`src/pfc_pkg.sv`:
```
`timescale 1ns / 1ps
// ----------------------------------------------------------------------------
// pfc_pkg
// Shared types, codes and helpers of the pixel format converter pipeline.
// ----------------------------------------------------------------------------
package pfc_pkg;

    localparam int PIXEL_W     = 24;
    localparam int CHAN_W      = 8;
    localparam int CFG_DATA_W  = 8;
    localparam int CFG_INDEX_W = 2;
    localparam int SUM_W       = CHAN_W + 2;

    // floor(x / 3) == (x * 683) >> 11 for every x up to 3 * 255
    localparam int             DIV3_MUL_W = 11;
    localparam logic [DIV3_MUL_W-1:0] DIV3_MUL = 11'd683;
    localparam int             DIV3_SHIFT = 11;

    typedef enum logic [1:0] {
        FMT_RGB888 = 2'd0,
        FMT_RGB565 = 2'd1,
        FMT_GRAY   = 2'd2,
        FMT_BINARY = 2'd3
    } fmt_t;

    localparam logic [CFG_INDEX_W-1:0] CFG_SOURCE_FORMAT    = 2'd0;
    localparam logic [CFG_INDEX_W-1:0] CFG_TARGET_FORMAT    = 2'd1;
    localparam logic [CFG_INDEX_W-1:0] CFG_BINARY_THRESHOLD = 2'd2;

    localparam fmt_t              SOURCE_FORMAT_RESET    = FMT_RGB888;
    localparam fmt_t              TARGET_FORMAT_RESET    = FMT_RGB565;
    localparam logic [CHAN_W-1:0] BINARY_THRESHOLD_RESET = 8'd127;

    localparam logic [CHAN_W-1:0] BINARY_WHITE = 8'hFF;

    typedef struct packed {
        fmt_t              source_format;
        fmt_t              target_format;
        logic [CHAN_W-1:0] binary_threshold;
    } cfg_t;

    // payload leaving the unpack stage
    typedef struct packed {
        logic [PIXEL_W-1:0] pixel;
        logic [CHAN_W-1:0]  red;
        logic [CHAN_W-1:0]  green;
        logic [CHAN_W-1:0]  blue;
        logic [SUM_W-1:0]   sum;
        logic               last;
    } unpack_t;

    // payload leaving the gray stage
    typedef struct packed {
        logic [PIXEL_W-1:0] pixel;
        logic [CHAN_W-1:0]  red;
        logic [CHAN_W-1:0]  green;
        logic [CHAN_W-1:0]  blue;
        logic [CHAN_W-1:0]  gray;
        logic               last;
    } gray_t;

    function automatic logic [PIXEL_W-1:0] fmt_mask(input fmt_t fmt);
        logic [PIXEL_W-1:0] mask;
        unique case (fmt)
            FMT_RGB888: mask = 24'hFFFFFF;
            FMT_RGB565: mask = 24'h00FFFF;
            FMT_GRAY:   mask = 24'h0000FF;
            FMT_BINARY: mask = 24'h0000FF;
            default:    mask = 24'h0000FF;
        endcase
        return mask;
    endfunction

endpackage

```
`src/pfc_stream_if.sv`:
```
`timescale 1ns / 1ps
// ----------------------------------------------------------------------------
// pfc_stream_if
// Valid/ready pixel channels into and out of the converter.
// ----------------------------------------------------------------------------
interface pfc_in_if;
    import pfc_pkg::*;

    logic               valid;
    logic               ready;
    logic [PIXEL_W-1:0] pixel_in;
    logic               last_in;

    modport source (output valid, output pixel_in, output last_in, input ready);
    modport sink   (input valid, input pixel_in, input last_in, output ready);
endinterface

interface pfc_out_if;
    import pfc_pkg::*;

    logic               valid;
    logic               ready;
    logic [PIXEL_W-1:0] pixel_out;
    logic               last_out;

    modport source (output valid, output pixel_out, output last_out, input ready);
    modport sink   (input valid, input pixel_out, input last_out, output ready);
endinterface

```
`src/pfc_unpack.sv`:
```
`timescale 1ns / 1ps
// ----------------------------------------------------------------------------
// pfc_unpack
// First stage: masks the source pixel, expands it to 8-bit channels and sums
// the channels for the gray level.
// ----------------------------------------------------------------------------
module pfc_unpack (
    input  logic            clk,
    input  logic            rst_n,
    input  pfc_pkg::cfg_t   cfg,
    pfc_in_if.sink          in_stream,
    output logic            out_valid,
    output pfc_pkg::unpack_t out_data,
    input  logic            out_ready
);
    import pfc_pkg::*;

    logic               valid_reg;
    logic               valid_next;
    unpack_t            data_reg;
    unpack_t            data_next;
    logic               advance;
    logic [PIXEL_W-1:0] pixel;
    logic [CHAN_W-1:0]  red;
    logic [CHAN_W-1:0]  green;
    logic [CHAN_W-1:0]  blue;
    logic [CHAN_W-1:0]  level;

    assign advance         = !valid_reg || out_ready;
    assign in_stream.ready = advance;

    always_comb
    begin
        pixel = in_stream.pixel_in & fmt_mask(cfg.source_format);
        level = (pixel[CHAN_W-1:0] == BINARY_WHITE) ? BINARY_WHITE : '0;
        unique case (cfg.source_format)
            FMT_RGB888:
            begin
                red   = pixel[23:16];
                green = pixel[15:8];
                blue  = pixel[7:0];
            end
            FMT_RGB565:
            begin
                red   = {pixel[15:11], 3'b000};
                green = {pixel[10:5], 2'b00};
                blue  = {pixel[4:0], 3'b000};
            end
            FMT_GRAY:
            begin
                red   = pixel[CHAN_W-1:0];
                green = pixel[CHAN_W-1:0];
                blue  = pixel[CHAN_W-1:0];
            end
            default:
            begin
                red   = level;
                green = level;
                blue  = level;
            end
        endcase

        data_next.pixel = pixel;
        data_next.red   = red;
        data_next.green = green;
        data_next.blue  = blue;
        data_next.sum   = {2'b00, red} + {2'b00, green} + {2'b00, blue};
        data_next.last  = in_stream.last_in;
    end

    assign valid_next = advance ? in_stream.valid : valid_reg;

    always_ff @(posedge clk or negedge rst_n)
    begin
        if (!rst_n)
        begin
            valid_reg <= 1'b0;
        end
        else
        begin
            valid_reg <= valid_next;
        end
    end

    always_ff @(posedge clk)
    begin
        if (advance && in_stream.valid)
        begin
            data_reg <= data_next;
        end
    end

    assign out_valid = valid_reg;
    assign out_data  = data_reg;

endmodule

```
`src/pfc_gray.sv`:
```
`timescale 1ns / 1ps
// ----------------------------------------------------------------------------
// pfc_gray
// Second stage: gray level as the channel sum divided by three, done as a
// multiply by a reciprocal; a gray source passes its own level.
// ----------------------------------------------------------------------------
module pfc_gray (
    input  logic             clk,
    input  logic             rst_n,
    input  pfc_pkg::cfg_t    cfg,
    input  logic             in_valid,
    input  pfc_pkg::unpack_t in_data,
    output logic             in_ready,
    output logic             out_valid,
    output pfc_pkg::gray_t   out_data,
    input  logic             out_ready
);
    import pfc_pkg::*;

    localparam int PROD_W = SUM_W + DIV3_MUL_W;

    logic               valid_reg;
    logic               valid_next;
    gray_t              data_reg;
    gray_t              data_next;
    logic               advance;
    logic [PROD_W-1:0]  product;

    assign advance  = !valid_reg || out_ready;
    assign in_ready = advance;

    always_comb
    begin
        product = {{DIV3_MUL_W{1'b0}}, in_data.sum} * {{SUM_W{1'b0}}, DIV3_MUL};

        data_next.pixel = in_data.pixel;
        data_next.red   = in_data.red;
        data_next.green = in_data.green;
        data_next.blue  = in_data.blue;
        data_next.last  = in_data.last;
        // a gray source is already its own level
        if (cfg.source_format == FMT_GRAY)
        begin
            data_next.gray = in_data.pixel[CHAN_W-1:0];
        end
        else
        begin
            data_next.gray = product[DIV3_SHIFT +: CHAN_W];
        end
    end

    assign valid_next = advance ? in_valid : valid_reg;

    always_ff @(posedge clk or negedge rst_n)
    begin
        if (!rst_n)
        begin
            valid_reg <= 1'b0;
        end
        else
        begin
            valid_reg <= valid_next;
        end
    end

    always_ff @(posedge clk)
    begin
        if (advance && in_valid)
        begin
            data_reg <= data_next;
        end
    end

    assign out_valid = valid_reg;
    assign out_data  = data_reg;

endmodule

```
`src/pfc_pack.sv`:
```
`timescale 1ns / 1ps
// ----------------------------------------------------------------------------
// pfc_pack
// Last stage: packs the channels or gray level into the target format (or
// passes the pixel when formats match) and holds it in the output register.
// ----------------------------------------------------------------------------
module pfc_pack (
    input  logic           clk,
    input  logic           rst_n,
    input  pfc_pkg::cfg_t  cfg,
    input  logic           in_valid,
    input  pfc_pkg::gray_t in_data,
    output logic           in_ready,
    pfc_out_if.source      out_stream
);
    import pfc_pkg::*;

    logic               valid_reg;
    logic               valid_next;
    logic [PIXEL_W-1:0] pixel_reg;
    logic [PIXEL_W-1:0] pixel_next;
    logic               last_reg;
    logic               advance;

    assign advance  = !valid_reg || out_stream.ready;
    assign in_ready = advance;

    always_comb
    begin
        if (cfg.source_format == cfg.target_format)
        begin
            pixel_next = in_data.pixel;
        end
        else if (cfg.source_format == FMT_BINARY)
        begin
            pixel_next = (in_data.pixel[CHAN_W-1:0] == BINARY_WHITE) ?
                         fmt_mask(cfg.target_format) : '0;
        end
        else
        begin
            unique case (cfg.target_format)
                FMT_RGB888:
                    pixel_next = {in_data.red, in_data.green, in_data.blue};
                FMT_RGB565:
                    pixel_next = {8'h00, in_data.red[7:3], in_data.green[7:2],
                                  in_data.blue[7:3]};
                FMT_GRAY:
                    pixel_next = {16'h0000, in_data.gray};
                default:
                    pixel_next = (in_data.gray > cfg.binary_threshold) ?
                                 {16'h0000, BINARY_WHITE} : '0;
            endcase
        end
    end

    assign valid_next = advance ? in_valid : valid_reg;

    always_ff @(posedge clk or negedge rst_n)
    begin
        if (!rst_n)
        begin
            valid_reg <= 1'b0;
        end
        else
        begin
            valid_reg <= valid_next;
        end
    end

    always_ff @(posedge clk)
    begin
        if (advance && in_valid)
        begin
            pixel_reg <= pixel_next;
            last_reg  <= in_data.last;
        end
    end

    assign out_stream.valid     = valid_reg;
    assign out_stream.pixel_out = pixel_reg;
    assign out_stream.last_out  = last_reg;

endmodule

```
`src/pixel_format_converter.sv`:
```
`timescale 1ns / 1ps
// ----------------------------------------------------------------------------
// pixel_format_converter
// Streaming converter between RGB888, RGB565, 8-bit gray and binary pixels.
// ----------------------------------------------------------------------------
// Takes one pixel per clock and returns one converted pixel per clock while the
// output is taken. Each pixel passes three register stages (unpack and channel
// sum, divide by three by reciprocal multiply, pack into the output register).
// Under backpressure every stage holds its pixel and input ready drops only
// while the output register is full and not taken. Formats and threshold are
// plain registers written via cfg_we/cfg_index/cfg_data; change them only while
// no pixel is in flight.
module pixel_format_converter (
    input  logic                                clk,
    input  logic                                rst_n,
    input  logic                                cfg_we,
    input  logic [pfc_pkg::CFG_INDEX_W-1:0]     cfg_index,
    input  logic [pfc_pkg::CFG_DATA_W-1:0]      cfg_data,
    pfc_in_if.sink                              in_stream,
    pfc_out_if.source                           out_stream
);
    import pfc_pkg::*;

    fmt_t              source_format_reg;
    fmt_t              target_format_reg;
    logic [CHAN_W-1:0] binary_threshold_reg;
    cfg_t              cfg;

    logic              s1_valid;
    unpack_t           s1_data;
    logic              s1_ready;
    logic              s2_valid;
    gray_t             s2_data;
    logic              s2_ready;

    always_ff @(posedge clk or negedge rst_n)
    begin
        if (!rst_n)
        begin
            source_format_reg    <= SOURCE_FORMAT_RESET;
            target_format_reg    <= TARGET_FORMAT_RESET;
            binary_threshold_reg <= BINARY_THRESHOLD_RESET;
        end
        else if (cfg_we)
        begin
            unique case (cfg_index)
                CFG_SOURCE_FORMAT:    source_format_reg    <= fmt_t'(cfg_data[1:0]);
                CFG_TARGET_FORMAT:    target_format_reg    <= fmt_t'(cfg_data[1:0]);
                CFG_BINARY_THRESHOLD: binary_threshold_reg <= cfg_data[CHAN_W-1:0];
                default:              ;
            endcase
        end
    end

    assign cfg.source_format    = source_format_reg;
    assign cfg.target_format    = target_format_reg;
    assign cfg.binary_threshold = binary_threshold_reg;

    pfc_unpack u_unpack (
        .clk       (clk),
        .rst_n     (rst_n),
        .cfg       (cfg),
        .in_stream (in_stream),
        .out_valid (s1_valid),
        .out_data  (s1_data),
        .out_ready (s1_ready)
    );

    pfc_gray u_gray (
        .clk       (clk),
        .rst_n     (rst_n),
        .cfg       (cfg),
        .in_valid  (s1_valid),
        .in_data   (s1_data),
        .in_ready  (s1_ready),
        .out_valid (s2_valid),
        .out_data  (s2_data),
        .out_ready (s2_ready)
    );

    pfc_pack u_pack (
        .clk        (clk),
        .rst_n      (rst_n),
        .cfg        (cfg),
        .in_valid   (s2_valid),
        .in_data    (s2_data),
        .in_ready   (s2_ready),
        .out_stream (out_stream)
    );

endmodule

```
`src/flat_wrapper.sv`:
```
// flat-port wrapper written by rule: the top's interface ports become plain ports
module pixel_format_converter_flat import pfc_pkg::*;
  (clk, rst_n, cfg_we, cfg_index, cfg_data, in_stream_valid, in_stream_pixel_in, in_stream_last_in, in_stream_ready, out_stream_valid, out_stream_pixel_out, out_stream_last_out, out_stream_ready);
  pfc_in_if in_stream_i ();
  pfc_out_if out_stream_i ();
  input  logic clk;
  input  logic rst_n;
  input  logic cfg_we;
  input  logic [pfc_pkg::CFG_INDEX_W-1:0] cfg_index;
  input  logic [pfc_pkg::CFG_DATA_W-1:0] cfg_data;
  input wire logic [$bits(in_stream_i.valid)-1:0] in_stream_valid;
  input wire logic [$bits(in_stream_i.pixel_in)-1:0] in_stream_pixel_in;
  input wire logic [$bits(in_stream_i.last_in)-1:0] in_stream_last_in;
  output wire logic [$bits(in_stream_i.ready)-1:0] in_stream_ready;
  output wire logic [$bits(out_stream_i.valid)-1:0] out_stream_valid;
  output wire logic [$bits(out_stream_i.pixel_out)-1:0] out_stream_pixel_out;
  output wire logic [$bits(out_stream_i.last_out)-1:0] out_stream_last_out;
  input wire logic [$bits(out_stream_i.ready)-1:0] out_stream_ready;
  assign in_stream_i.valid = in_stream_valid;
  assign in_stream_i.pixel_in = in_stream_pixel_in;
  assign in_stream_i.last_in = in_stream_last_in;
  assign in_stream_ready = in_stream_i.ready;
  assign out_stream_valid = out_stream_i.valid;
  assign out_stream_pixel_out = out_stream_i.pixel_out;
  assign out_stream_last_out = out_stream_i.last_out;
  assign out_stream_i.ready = out_stream_ready;
  pixel_format_converter u_core (.clk(clk), .rst_n(rst_n), .cfg_we(cfg_we), .cfg_index(cfg_index), .cfg_data(cfg_data), .in_stream(in_stream_i), .out_stream(out_stream_i));
endmodule
```
`config.mk`:
```
export PLATFORM = sky130hd
export DESIGN_NAME = pixel_format_converter_flat
export DESIGN_NICKNAME = d
export VERILOG_FILES = /design/src/pfc_pkg.sv /design/src/pfc_stream_if.sv /design/src/pfc_unpack.sv /design/src/pfc_gray.sv /design/src/pfc_pack.sv /design/src/pixel_format_converter.sv /design/src/flat_wrapper.sv
export SDC_FILE = /design/constraint.sdc
export NUM_CORES = 1
export LEC_CHECK = 0
export BUFFER_PORTS_ARGS = -buffer_cell sky130_fd_sc_hd__buf_2
export CORE_MARGIN = 4
export CORE_UTILIZATION = 60
export CTS_CLUSTER_SIZE = 30
export DETAILED_ROUTE_END_ITERATION = 6
export PLACE_DENSITY_LB_ADDON = 0.2
export SETUP_SLACK_MARGIN = 0.5
export SLEW_MARGIN = 20
export SYNTH_ARGS = -nofsm -noshare
export SYNTH_HDL_FRONTEND = slang
export SYNTH_SLANG_ARGS = --single-unit
```
`constraint.sdc`:
```
create_clock -name clk -period 5.8 [get_ports clk]
set_input_delay 1.16 -clock clk [delete_from_list [all_inputs] [get_ports clk]]
set_output_delay 1.16 -clock clk [all_outputs]
set_load 0.01 [all_outputs]
```
Word level (Yosys, flattened, before mapping)
Cells that the tools add are included.
Storage, ports and cells
  bits in registers: 156
  bits of input ports: 40
  output and inout port bits: 27
  logic and storage cells: 66
Operators by class
  add/sub/neg operators: 2
  $mul: 1
  order comparisons: 1
  eq/ne operators: 11
  mux-type cells: 12
  bitwise gates (word level): 1
  reduce and logical (&&, ||, !) cells: 18
Operators with widths (count)
  case mux 24 bit (3 select lines): 3
  2-to-1 mux 24 bit: 3
  case mux 8 bit (3 select lines): 2
  bitwise AND 24 bit: 1
  2-to-1 mux 8 bit: 3
  multiplier 10 x 10 -> 19 bit, second input constant: 1
  equality test 8 bit, second input constant: 2
  case mux 8 bit (2 select lines): 1
  adder 9 x 8 -> 10 bit: 1
  equality test 2 bit, second input constant: 5
  adder 8 x 8 -> 9 bit: 1
  > comparator 8 bit: 1
  equality test 2 x 1 -> 1 bit, second input constant: 3
  logical NOT 2 bit: 3
  AND reduction 2 bit: 3
  OR reduction 2 bit: 3
  logical AND 1 bit: 3
  logical NOT 1 bit: 3
  logical OR 1 bit: 3
  equality test 2 bit: 1

Depth between registers and ports, before layout
Gate-level depths: netlist of run 1.
  depth after elaboration: 9
  depth in mapped cells: 16
  mapped depth without buffers: 16

Hierarchy
A second synthesis of run 1 with hierarchy kept.
Second synthesis, totals
  cell total of the unflattened synthesis: 703
  area total of the unflattened synthesis: 8887.3 µm²
By module, submodules not included
  pfc_gray: instances 1, cells each 275, area each 3652.3 µm², seq. area each 1736.7 µm²
  pfc_unpack: instances 1, cells each 230, area each 3021.6 µm², seq. area each 1796.7 µm²
  pfc_pack: instances 1, cells each 171, area each 1727.9 µm², seq. area each 775.7 µm²
  pixel_format_converter: instances 1, cells each 27, area each 485.5 µm², seq. area each 310.3 µm²

Least setup slack after synthesis of run 1
No wires, ideal clock.
  path kind: register -> register
  from: register u_core.u_unpack.data_reg (netlist bit u_core.u_unpack.out_data[8])
  to: register u_core.u_gray.data_reg (netlist bit u_core.u_gray.out_data[7]), data pin
  setup time: 266 ps
  arrival time: 4007 ps
  data required time: 5534 ps
  path slack: 1527 ps
  cell stages (with the launch flop): 17
  buffers on the path: 0
  clock period less this slack: 4273 ps
  cells stage by stage: edfxtp_1 -> ha_1 -> ha_1 -> inv_1 -> fa_1 -> inv_1 -> fa_1 -> inv_1 -> fa_1 -> inv_1 -> ha_1 -> nand3_1 -> nor3_4 -> a211o_1 -> a221oi_2 -> xor2_1 -> o21ai_1
RTL lines
  from (decl): line pfc_unpack.sv:20  | unpack_t data_reg;
  from (signal assigned): line pfc_unpack.sv:89  | data_reg <= data_next;
  to (signal assigned): line pfc_gray.sv:70  | data_reg <= data_next;
  to (decl): line pfc_gray.sv:24  | gray_t data_reg;

==> flow_summary.rst, run 1 <==
.. list-table::
   :header-rows: 1

   * - Metric
     - Value
   * - Status
     - complete, no violations
   * - Share of cells above drive strength 1
     - 18.0%
   * - Crit path cell chain
     - ha_1 > ha_1 > inv_1 > fa_1 > inv_1 > fa_1 > inv_1 > fa_1 > inv_1 > ha_1 > a21oi_1 > o2111ai_1 > a31oi_1 > o21ai_1 > or4b_1 > nand3_1
   * - Setup slack of the most critical reg-to-reg path
     - between 1 and 1.5 ns
   * - Max cap viols
     - 0
   * - Initial antenna violation count
     - 0
   * - Slew Viols, Final
     - 0
   * - Drt initial violations
     - approximately 580
   * - Hold bufs inserted after CTS
     - 0
   * - Average routed wire per standard cell
     - about 19 um
   * - Dominant synthesized flop cell
     - edfxtp_1
   * - Net total in the final layout
     - between 900 and 1000
   * - Worst EP arrival
     - ~4.8 ns
   * - Via count of the first global-routing pass
     - between 5000 and 6000
   * - Number of vias after detailed routing
     - between 5000 and 6000
   * - Wire length of the first global-routing pass
     - around 30000 um
   * - Largest register FFs
     - 59
   * - Core region area
     - between 10000 and 15000 um2
   * - Distinct cells, synth
     - 56
   * - Remaining number of nets flagged by the antenna check after routing
     - 0
   * - Die boundary height
     - 128 um
   * - Path category of the worst min-delay check
     - flop to flop
   * - Hold_ws
     - about 0.42 ns
   * - Port-buffer cells
     - 66
   * - Critical-path cell with the highest stage delay
     - fa_1
   * - Instance count of the mapped netlist
     - between 700 and 800
   * - Cell count of the worst reg-to-reg path
     - 16
   * - Drt pass-1 iters
     - 6
   * - Setup repair after global routing missed its margin
     - no
   * - Register clock-pin slew on the reported worst setup and hold paths
     - about 0.070 ns
   * - EDFF count, synth
     - 141
   * - Proportion of netlist area held by the largest area contributor
     - between 40% and 50%
   * - Clk buf depth
     - 2
   * - FF-to-FF Start
     - u_core.u_unpack.out_data[8]$_DFFE_PP_
   * - CTS Sinks
     - about 160
   * - Buffers inserted by post-CTS timing repair
     - 0
   * - Area of the die
     - approximately 16000 um2
   * - Final period util
     - around 77%
   * - Synthesis-to-finish area growth
     - 12.9%
   * - Top cells by area, synth
     - edfxtp_1 49%, ha_1 11%, fa_1 6.9%, inv_1 3.8%, dfstp_2 2.4%
   * - Number of top-level pins
     - 67
   * - Transition time of the tightest slew-check pin
     - about 1.1 ns
   * - H-tree levels
     - 4
   * - Largest net degree at the start of global routing
     - 60
   * - Starting density of the core
     - about three fifths
   * - Maximum frequency from static timing analysis
     - between 200 and 250 MHz
   * - Die X-Extent
     - ~130 um
   * - Cell depth of the worst hold path
     - 0
   * - Final standard cell area without fillers
     - a little under 10000 um2
   * - #FFs+latches synth
     - 156
   * - DRC viols
     - 0
   * - Total setup violations reported at the end of the flow
     - 0
   * - Hold Crit Endpoint
     - u_core.u_gray.out_data[0]$_DFFE_PP_
   * - Synthesized cell area
     - ~8700 um2
   * - CP most frequent cell
     - inv_1
   * - Num rows
     - between 40 and 50
   * - Overall track demand over capacity in global routing
     - 23.6%
   * - RePlAce Congestion
     - around 0.95
   * - TritonCTS clock tree
     - yes
   * - Critical path's largest stage delay
     - 0.54 ns
   * - Data required time at the worst endpoint
     - between 6 and 7 ns
   * - Worst skew pair latency
     - around 0.42 ns
   * - Cell at the root of the clock tree
     - clkbuf_16
   * - Total wire length after detailed routing
     - approximately 19000 um
   * - Accumulated negative setup slack
     - 0 ns
   * - RR Endpoint
     - u_core.u_gray.out_data[5]$_DFFE_PP_
   * - Yosys Warn Count
     - 0
   * - Placed wire-length estimate after detailed placement
     - about 14000 um
   * - Sort of element at the start of the critical path
     - flop
   * - Diode insertion count for antenna repair
     - 0
   * - Syn_nets
     - 852
   * - Sequential area share after synthesis
     - approximately 53%
   * - Number of buffers inserted during clock tree synthesis
     - 17
   * - Count of cells resized by post-cts repair
     - 0
   * - Cell type with the largest total area after synthesis
     - edfxtp_1
   * - Critical Path End Type
     - flop
   * - Cell area after placement
     - around 9000 um2
   * - Number of vias per cell after detailed routing
     - about 6
   * - Post-synthesis async set-or-reset flop share
     - a little under 10%
   * - Critical path class
     - flop to flop
   * - Slew margin rel.
     - between 20% and 30%
   * - Final worst path period need
     - 4.49 ns
   * - Number of hold-slack violations in the final timing report
     - 0
   * - Hold Startpoint
     - u_core.u_unpack.out_data[0]$_DFFE_PP_
   * - Clock skew
     - roughly 0.0086 ns
   * - Residual overflow from global routing
     - 0
   * - Synthesized area per cell
     - approximately 12 um2
   * - Max Fanout on Critical Path
     - 4
cells in the mapped netlist, types with 3 or more instances:
master    number
nand2_1       47
a211oi_1       9
dfrtp_1        7
a31o_2         3
nor2_1        39
nor3_1         6
clkbuf_1       7
ha_1          73
o221a_2        8
fa_1          30
buf_2          8
dfstp_2        8
xor2_1         4
nand3_1       11
o21ai_0       27
inv_1         89
edfxtp_1     141
xnor2_1       13
nand3b_1       3
o21a_1        12
and2_1        12
a21oi_1       41
nand2b_1      12
mux2i_1       12
mux2_2        11
nand4_1        7
a31oi_1        9
o22ai_1        3
a21o_1         8
nor2b_1       13
area by class of cell:
cell class | count | area, um2
clock inverters | 15 | 174
repair buffers | 71 | 368
inverters | 89 | 334
multi-input cells | 446 | 3650
flip-flops and latches | 156 | 4620
fillers | 985 | 4250
well taps | 180 | 225
clock buffers | 17 | 425
worst max-delay path by stage:
stage	from	depth (start not counted)	to	slack [ns]
CTS	u_core.u_unpack.out_data[7]$_DFFE_PP_	16	u_core.u_gray.out_data[7]$_DFFE_PP_	1.28
global placement	u_core.u_unpack.out_data[7]$_DFFE_PP_	16	u_core.u_gray.out_data[1]$_DFFE_PP_	1.31
global route	u_core.u_unpack.out_data[8]$_DFFE_PP_	16	u_core.u_gray.out_data[1]$_DFFE_PP_	1.05
finish	u_core.u_unpack.out_data[8]$_DFFE_PP_	16	u_core.u_gray.out_data[5]$_DFFE_PP_	1.31
floorplan	u_core.u_unpack.out_data[8]$_DFFE_PP_	16	u_core.u_gray.out_data[7]$_DFFE_PP_	1.53
detailed placement	u_core.u_unpack.out_data[7]$_DFFE_PP_	16	u_core.u_gray.out_data[7]$_DFFE_PP_	1.29
critical path, delay by kind of cell, from the launching register on:
family	cells	cell delay, ns
AOI/OAI and AO/OA	4	0.64
buffers and inverters	4	0.20
adders and majority gates	6	2.49
and+or+nand+nor	2	0.56
DFF	1	0.47
per-layer routing:
layer / vias up / track usage [%] / part of all wire (%)
li1: 2676 / - / -
met1: 2751 / 31.6 / 41
met2: 243 / 39.0 / 50
met3: 46 / 4.00 / 6.1
met4: 0 / 8.68 / 2.8
met5: - / 0 / 0
cell usage in the layout, fill, tap and decap left out, types with 6 or more instances in the layout:
master,count
ha_1,73
nor3_1,6
o221a_2,8
nand3_1,11
edfxtp_1,141
a211oi_1,9
nand2_1,47
fa_1,30
xnor2_1,13
o21a_1,12
and2_1,10
mux2i_1,12
o21ai_0,27
mux2_2,11
nor2b_1,13
nand4_1,7
nand2b_1,12
a31oi_1,9
dfrtp_1,7
a21oi_1,41
buf_2,66
inv_1,89
nor2_1,39
dfstp_2,8
clkbuf_16,17
a21o_1,8
kinds of logic after synthesis:
| kind of cell | synth area share [%] |
|---|---|
| AO/OA/AOI/OAI | 10.7 |
| XOR/XNOR | 1.72 |
| adder cells (fa/ha/maj) | 17.4 |
| buffers and inverters | 4.76 |
| flip-flops | 53.2 |
| multiplexers | 2.81 |
| AND/OR/NAND/NOR | 9.36 |
stage by stage:
step                      utilization [%]  std cells  worst slack [ns]
after global routing                 69.7        974              1.05
after detailed placement             65.5        942              1.29
final                                69.7        974              1.31
after CTS                            69.7        974              1.28
after global placement               65.5        942              1.31
after floorplan                         -        709              1.53
Power of run 1 is not shown: default switching activity piles up to over one toggle a cycle in this logic, so the estimate is an artifact.
==> run 2: changes to the inputs <==
CORE_UTILIZATION = 55   (was 60)
clock period = 3.7 ns   (was 5.8 ns; I/O delays follow)
==> flow_summary.rst, run 2 (synthesis gave the netlist of run 1 again) <==
.. list-table::
   :header-rows: 1

   * - Metric
     - Value
   * - Status
     - finished, violations left
   * - Failing checks
     - setup timing
   * - Accumulated negative setup slack
     - -2.96 ns (-2.96 ns)
   * - Maximum frequency from static timing analysis
     - 241 MHz (+8.0%)
   * - Worst EP arrival
     - 4.44 ns (-0.34 ns)
   * - Core region area
     - 15300 um2 (+9.1%)
   * - Number of top-level pins
     - 67 (unchanged)
   * - Area of combinational cells with multiple inputs
     - 4220 um2 (+16%)
   * - Most used cells in the layout excluding fill and tap cells
     - 141 x edfxtp_1, 82 x inv_1, 78 x buf_4
   * - CTS Sinks
     - 156 (unchanged)
   * - Clock skew
     - 0.00670 ns (-0.00192 ns)
   * - Number of vias per cell after detailed routing
     - 5.52 (-5.9%)
   * - Max Fanout on Critical Path
     - 4 (unchanged)
   * - Initial antenna violation count
     - 0 (unchanged)
   * - Cell at the root of the clock tree
     - clkbuf_16
   * - Slew margin rel.
     - 47.9% (+20 points)
   * - Amount of wire on met3 after detailed routing
     - 885 um (-22%)
   * - Area of the die
     - 17900 um2 (+8.5%)
   * - Slew Viols, Final
     - 0 (unchanged)
   * - Sequential cell area
     - 4620 um2 (about the same)
   * - Critical path class
     - flop to flop
   * - Overall track demand over capacity in global routing
     - 23.1% (-0.44 points)
   * - Largest net degree at the start of global routing
     - 60 (unchanged)
   * - Detailed-routed wire length on met2
     - 10300 um (+11%)
   * - Sort of element at the start of the critical path
     - flop
   * - Diode insertion count for antenna repair
     - 0 (unchanged)
   * - Commonest non-fill, non-tap cell in the layout
     - edfxtp_1
   * - Routed length on met1
     - 8570 um (+11%)
   * - Transition time of the tightest slew-check pin
     - 0.780 ns (-0.301 ns)
   * - Number of hold-slack violations in the final timing report
     - 0 (unchanged)
   * - Hold bufs inserted after CTS
     - 0 (unchanged)
   * - Data required time at the worst endpoint
     - 3.99 ns (-2.10 ns)
   * - Max cap viols
     - 0 (unchanged)
   * - Top Metal Used
     - met4
   * - Wire length of the first global-routing pass
     - 32200 um (+8.3%)
   * - Register clock-pin slew on the reported worst setup and hold paths
     - 0.07 ns (about the same)
   * - RePlAce Congestion
     - 0.907 (-4.3%)
   * - Largest register FFs
     - 59 (unchanged)
   * - Final period util
     - 112% (+35 points)
   * - TritonCTS clock tree
     - yes
   * - Average routed wire per standard cell
     - 18.6 um (-2.7%)
   * - Drt initial violations
     - 471 (-19%)
   * - Remaining number of nets flagged by the antenna check after routing
     - 0 (unchanged)
   * - Starting density of the core
     - 56.7% (-5.1 points)
   * - Die boundary height
     - 134 um (+4.2%)
   * - Placed wire-length estimate after detailed placement
     - 15200 um (+5.8%)
   * - Share of cells above drive strength 1
     - 34.2% (+16 points)
   * - Number of buffers inserted during clock tree synthesis
     - 17 (unchanged)
   * - H-tree levels
     - 4 (unchanged)
   * - Worst skew pair latency
     - 0.42 ns (about the same)
   * - Critical Path End Type
     - flop
   * - Path category of the worst min-delay check
     - input pin to async pin
   * - Die X-Extent
     - 134 um (+4.2%)
   * - Net total in the final layout
     - 1002 (+8.4%)
   * - Via count of the first global-routing pass
     - 6126 (+7.4%)
   * - Clk buf depth
     - 2 (unchanged)
   * - Residual overflow from global routing
     - 0 (unchanged)
   * - Drt pass-1 iters
     - 5 (-1)
   * - Synthesis-to-finish area growth
     - 27.6%
   * - Setup repair after global routing missed its margin
     - yes
   * - DRC viols
     - 0 (unchanged)
   * - Port-buffer cells
     - 66 (unchanged)
   * - Number of inserted filler cells in the final layout
     - 1079 (+9.5%)
   * - Total wire length after detailed routing
     - 20200 um (+8.2%)
   * - Num rows
     - 45 (+4.7%)
   * - Number of vias after detailed routing
     - 5983 (+4.7%)
   * - Final worst path period need
     - 4.16 ns (-0.332 ns)
   * - Worst setup slack after layout
     - -0.456 ns (-1.77 ns)
   * - Total setup violations reported at the end of the flow
     - 8 (+8)
==> run 2: cell type report <==
type | count | share of cell area, %
clock inverter | 14 | 1.57
clock buffer | 18 | 3.88
sequential | 156 | 41.7
inverter | 89 | 3.02
tap | 211 | 2.38
timing repair buffer | 149 | 9.26
multi-input combinational | 446 | 38.2
==> run 2: path summary, 6_finish.rpt <==
check / start / end / slack, ns / cells after the start
min reg2reg: u_core.u_unpack.out_data[23]$_DFFE_PP_ / u_core.u_gray.out_data[21]$_DFFE_PP_ / 0.42 / 0
max reg2reg: u_core.u_unpack.out_data[8]$_DFFE_PP_ / u_core.u_gray.out_data[5]$_DFFE_PP_ / -0.46 / 16
max in group asynchronous: rst_n / u_core.binary_threshold_reg[5]$_DFFE_PN1P_ / 3.20 / 1
min: rst_n / u_core.target_format_reg[1]$_DFFE_PN0P_ / 0.21 / 1
max: u_core.u_unpack.out_data[8]$_DFFE_PP_ / u_core.u_gray.out_data[5]$_DFFE_PP_ / -0.46 / 16
min in group clk: u_core.u_unpack.out_data[23]$_DFFE_PP_ / u_core.u_gray.out_data[21]$_DFFE_PP_ / 0.42 / 0
==> run 2: timing repair <==
action / CTS / global route
resized for setup: 35 / 39
cloned: 0 / 0
setup endpoints to repair: 13 / 13
pin swaps: 39 / 22
buffers inserted: 7 / 8
==> run 2: routing by layer <==
layer | global-route usage (%) | up-vias
met1 | 30.6 | 2907
met3 | 4.27 | 35
met2 | 39.2 | 201
met5 | 0 | -
met4 | 7.14 | 0
li1 | - | 2840
==> run 2: metrics by stage <==
stage               instances  setup slack (ns)  util [%]  area, um2  hold slack [ns]
global route             1083            -0.578      72.3      11100            0.228
global placement         1036            -0.437      64.8       9920            0.401
detailed placement       1036            -0.494      64.8       9920            0.405
CTS                      1075            -0.425      70.7      10800            0.213
floorplan                 709            -0.297         -       8890            0.400
finish                   1083            -0.456      72.3      11100            0.209
==> run 2: worst max-delay path, cell delays in order (launching register included) <==
cell and delay [ns]:
edfxtp_1 0.46, ha_4 0.29, ha_4 0.26, inv_2 0.03
fa_1 0.46, inv_1 0.05, fa_1 0.47, inv_1 0.05
fa_1 0.48, inv_2 0.05, ha_4 0.26, a21oi_4 0.14
o2111ai_2 0.14, a31oi_1 0.21, o21ai_1 0.11, or4b_1 0.47
nand3_1 0.09
Power of run 2 is left out for the same reason.
==> run 3: changes to the inputs <==
--- a/config.mk
+++ b/config.mk
@@ -13,5 +13,4 @@
 export PLACE_DENSITY_LB_ADDON = 0.2
 export SETUP_SLACK_MARGIN = 0.5
-export SLEW_MARGIN = 20
 export SYNTH_ARGS = -nofsm -noshare
 export SYNTH_HDL_FRONTEND = slang
==> constraint.sdc (replaced) <==
create_clock -name clk -period 3.7 [get_ports clk]
set_input_delay 0.185 -clock clk [delete_from_list [all_inputs] [get_ports clk]]
set_output_delay 0.185 -clock clk [all_outputs]
set_load 0.01 [all_outputs]
==> flow_summary.rst, run 3 (synthesis gave the netlist of run 1 again) <==
.. list-table::
   :header-rows: 1

   * - Metric
     - Value
   * - Status
     - finished, violations left
   * - Failing checks
     - setup timing
   * - Maximum frequency from static timing analysis
     - 241 MHz (+0.11%)
   * - Total setup violations reported at the end of the flow
     - 8 (unchanged)
   * - Detailed-routed wire length on met2
     - 11300 um (+9.7%)
   * - Max cap viols
     - 0 (unchanged)
   * - Setup slack of the most critical reg-to-reg path
     - -0.45 ns (about the same)
   * - Initial antenna violation count
     - 1 (+1)
   * - Top Metal Used
     - met5
   * - Final design utilization
     - 73.7% (+1.4 points)
   * - FF-to-FF Start
     - u_core.u_unpack.out_data[7]$_DFFE_PP_
   * - Cell at the root of the clock tree
     - clkbuf_16
   * - Inst Count DP
     - 1026 (-0.97%)
   * - Final worst path period need
     - 4.15 ns (-0.00461 ns)
   * - Area of combinational cells with multiple inputs
     - 4300 um2 (+1.8%)
   * - Register clock-pin slew on the reported worst setup and hold paths
     - 0.07 ns (about the same)
   * - RR Endpoint
     - u_core.u_gray.out_data[4]$_DFFE_PP_
   * - Worst setup slack after layout
     - -0.451 ns (+0.00461 ns)
   * - Hold Startpoint
     - cfg_data[1]
   * - Number of inserted filler cells in the final layout
     - 992 (-8.1%)
   * - Diode insertion count for antenna repair
     - 0 (unchanged)
   * - Capture point of the worst path
     - u_core.u_gray.out_data[4]$_DFFE_PP_
   * - Core region area
     - 15300 um2 (unchanged)
   * - Critical path class
     - flop to flop
   * - Die X-Extent
     - 134 um (unchanged)
   * - Slew margin rel.
     - 26.2% (-22 points)
   * - Synthesis-to-finish area growth
     - 30.1%
   * - Worst setup path startpoint
     - u_core.u_unpack.out_data[7]$_DFFE_PP_
   * - Final period util
     - 112% (-0.12 points)
   * - Data required time at the worst endpoint
     - 3.96 ns (-0.03 ns)
   * - Die boundary height
     - 134 um (unchanged)
   * - Cell count of the worst reg-to-reg path
     - 14 (-2)
   * - Number of buffers inserted during clock tree synthesis
     - 17 (unchanged)
   * - Number of vias per cell after detailed routing
     - 5.64 (+2.1%)
   * - Final Instance Count excl. Fillers
     - 1098 (+1.4%)
   * - Critical Path End Type
     - flop
   * - TritonCTS clock tree
     - yes
   * - Sort of element at the start of the critical path
     - flop
   * - Via count of the first global-routing pass
     - 6056 (-1.1%)
   * - Number of top-level pins
     - 67 (unchanged)
   * - Worst EP arrival
     - 4.41 ns (-0.03 ns)
   * - Area of the die
     - 17900 um2 (unchanged)
   * - Max Fanout on Critical Path
     - 4 (unchanged)
   * - Hold_ws
     - 0.0201 ns (-0.189 ns)
   * - Number of hold-slack violations in the final timing report
     - 0 (unchanged)
   * - Placed wire-length estimate after detailed placement
     - 15100 um (-0.77%)
   * - Drt pass-1 iters
     - 5 (unchanged)
   * - Total wire length after detailed routing
     - 21800 um (+7.9%)
   * - Sequential cell area
     - 4620 um2 (about the same)
   * - Num rows
     - 45 (unchanged)
   * - Slew Viols, Final
     - 0 (unchanged)
   * - H-tree levels
     - 4 (unchanged)
   * - Setup repair after global routing missed its margin
     - yes
   * - CTS Sinks
     - 156 (unchanged)
   * - Transition time of the tightest slew-check pin
     - 1.11 ns (+0.326 ns)
   * - Overall track demand over capacity in global routing
     - 22.9% (-0.28 points)
   * - Amount of wire on met3 after detailed routing
     - 1190 um (+35%)
   * - Net total in the final layout
     - 1018 (+1.6%)
   * - Largest register FFs
     - 59 (unchanged)
   * - Share of cells above drive strength 1
     - 35.6% (+1.5 points)
   * - Path category of the worst min-delay check
     - input pin to flop
   * - Worst skew pair latency
     - 0.43 ns (about the same)
   * - Commonest non-fill, non-tap cell in the layout
     - edfxtp_1
   * - Largest net degree at the start of global routing
     - 58 (-3.3%)
   * - Clk buf depth
     - 2 (unchanged)
   * - Remaining number of nets flagged by the antenna check after routing
     - 0 (unchanged)
   * - RePlAce Congestion
     - 0.920 (+1.4%)
   * - Average routed wire per standard cell
     - 19.8 um (+6.4%)
   * - Starting density of the core
     - 56.7% (unchanged)
   * - Drt initial violations
     - 602 (+28%)
   * - Most used cells in the layout excluding fill and tap cells
     - 141 x edfxtp_1, 80 x inv_1, 80 x buf_4
   * - Clock skew
     - 0.0139 ns (+0.00718 ns)
   * - Wire length of the first global-routing pass
     - 31600 um (-1.9%)
   * - Number of vias after detailed routing
     - 6193 (+3.5%)
   * - Residual overflow from global routing
     - 0 (unchanged)
   * - Routed length on met1
     - 8540 um (-0.40%)
   * - Accumulated negative setup slack
     - -3.13 ns (-0.169 ns)
   * - DRC viols
     - 0 (unchanged)
   * - Port-buffer cells
     - 66 (unchanged)
run 3: cell count changes in the layout (fill, tap and decap cells not counted), moves of 3 or more:
cell,previous run,this run
clkinvlp_4,1,5
buf_2,59,66
nand2_1,46,43
dlygate4sd3_1,0,9
nor2b_4,1,4
buf_6,11,5
run 3: layout make-up:
cell class                      instances  area share (%)
Clock buffer                           17            3.77
Clock inverter                         14            1.41
Inverter                               89            2.99
Multi-Input combinational cell        446            38.1
Sequential cell                       156            40.9
Tap cell                              211            2.34
Timing Repair Buffer                  165            10.4
run 3: worst max-delay path: stages (launching register included):
cell and delay (ns):
edfxtp_1 0.49, ha_4 0.32, ha_4 0.20, fa_1 0.55, inv_1 0.06, fa_1 0.47, fa_1 0.51, inv_1 0.07
ha_4 0.25, a21oi_2 0.17, o21ai_2 0.10, a21oi_2 0.24, a21oi_1 0.13, o21a_1 0.19, o31ai_2 0.22
run 3: per-layer routing:
metal / vias to the layer above / GRT usage (%)
met5: - / 0
met4: 2 / 7.49
met3: 56 / 4.34
met2: 279 / 39.6
met1: 2982 / 29.2
li1: 2874 / -
run 3: how the worst min path moves through the flow:
stage | end | slack [ns] | cells past startpoint
detailed placement | u_core.target_format_reg[1]$_DFFE_PN0P_ | 0.10 | 1
CTS | u_core.source_format_reg[0]$_DFFE_PN0P_ | 0.01 | 3
global placement | u_core.target_format_reg[1]$_DFFE_PN0P_ | 0.09 | 1
floorplan | u_core.binary_threshold_reg[7]$_DFFE_PN0P_ | -0.11 | 0
finish | u_core.target_format_reg[1]$_DFFE_PN0P_ | 0.02 | 2
global route | u_core.target_format_reg[1]$_DFFE_PN0P_ | 0.02 | 2
run 3: what timing repair did:
item,in CTS,in global routing
setup endpoints to repair,13,13
endpoints found under the hold margin,23,0
hold buffers,9,0
buffers inserted,6,24
gates resized for setup,22,88
pin swaps,17,43
cloned,0,2
run 3: per-stage QoR:
stage / instance area [um2] / setup WS [ns]
final: 11300 / -0.451
after global routing: 11300 / -0.554
after CTS: 10600 / -0.474
after detailed placement: 9750 / -0.522
after global placement: 9750 / -0.424
after floorplan: 8810 / -0.297
Power of run 3 is left out for the same reason.
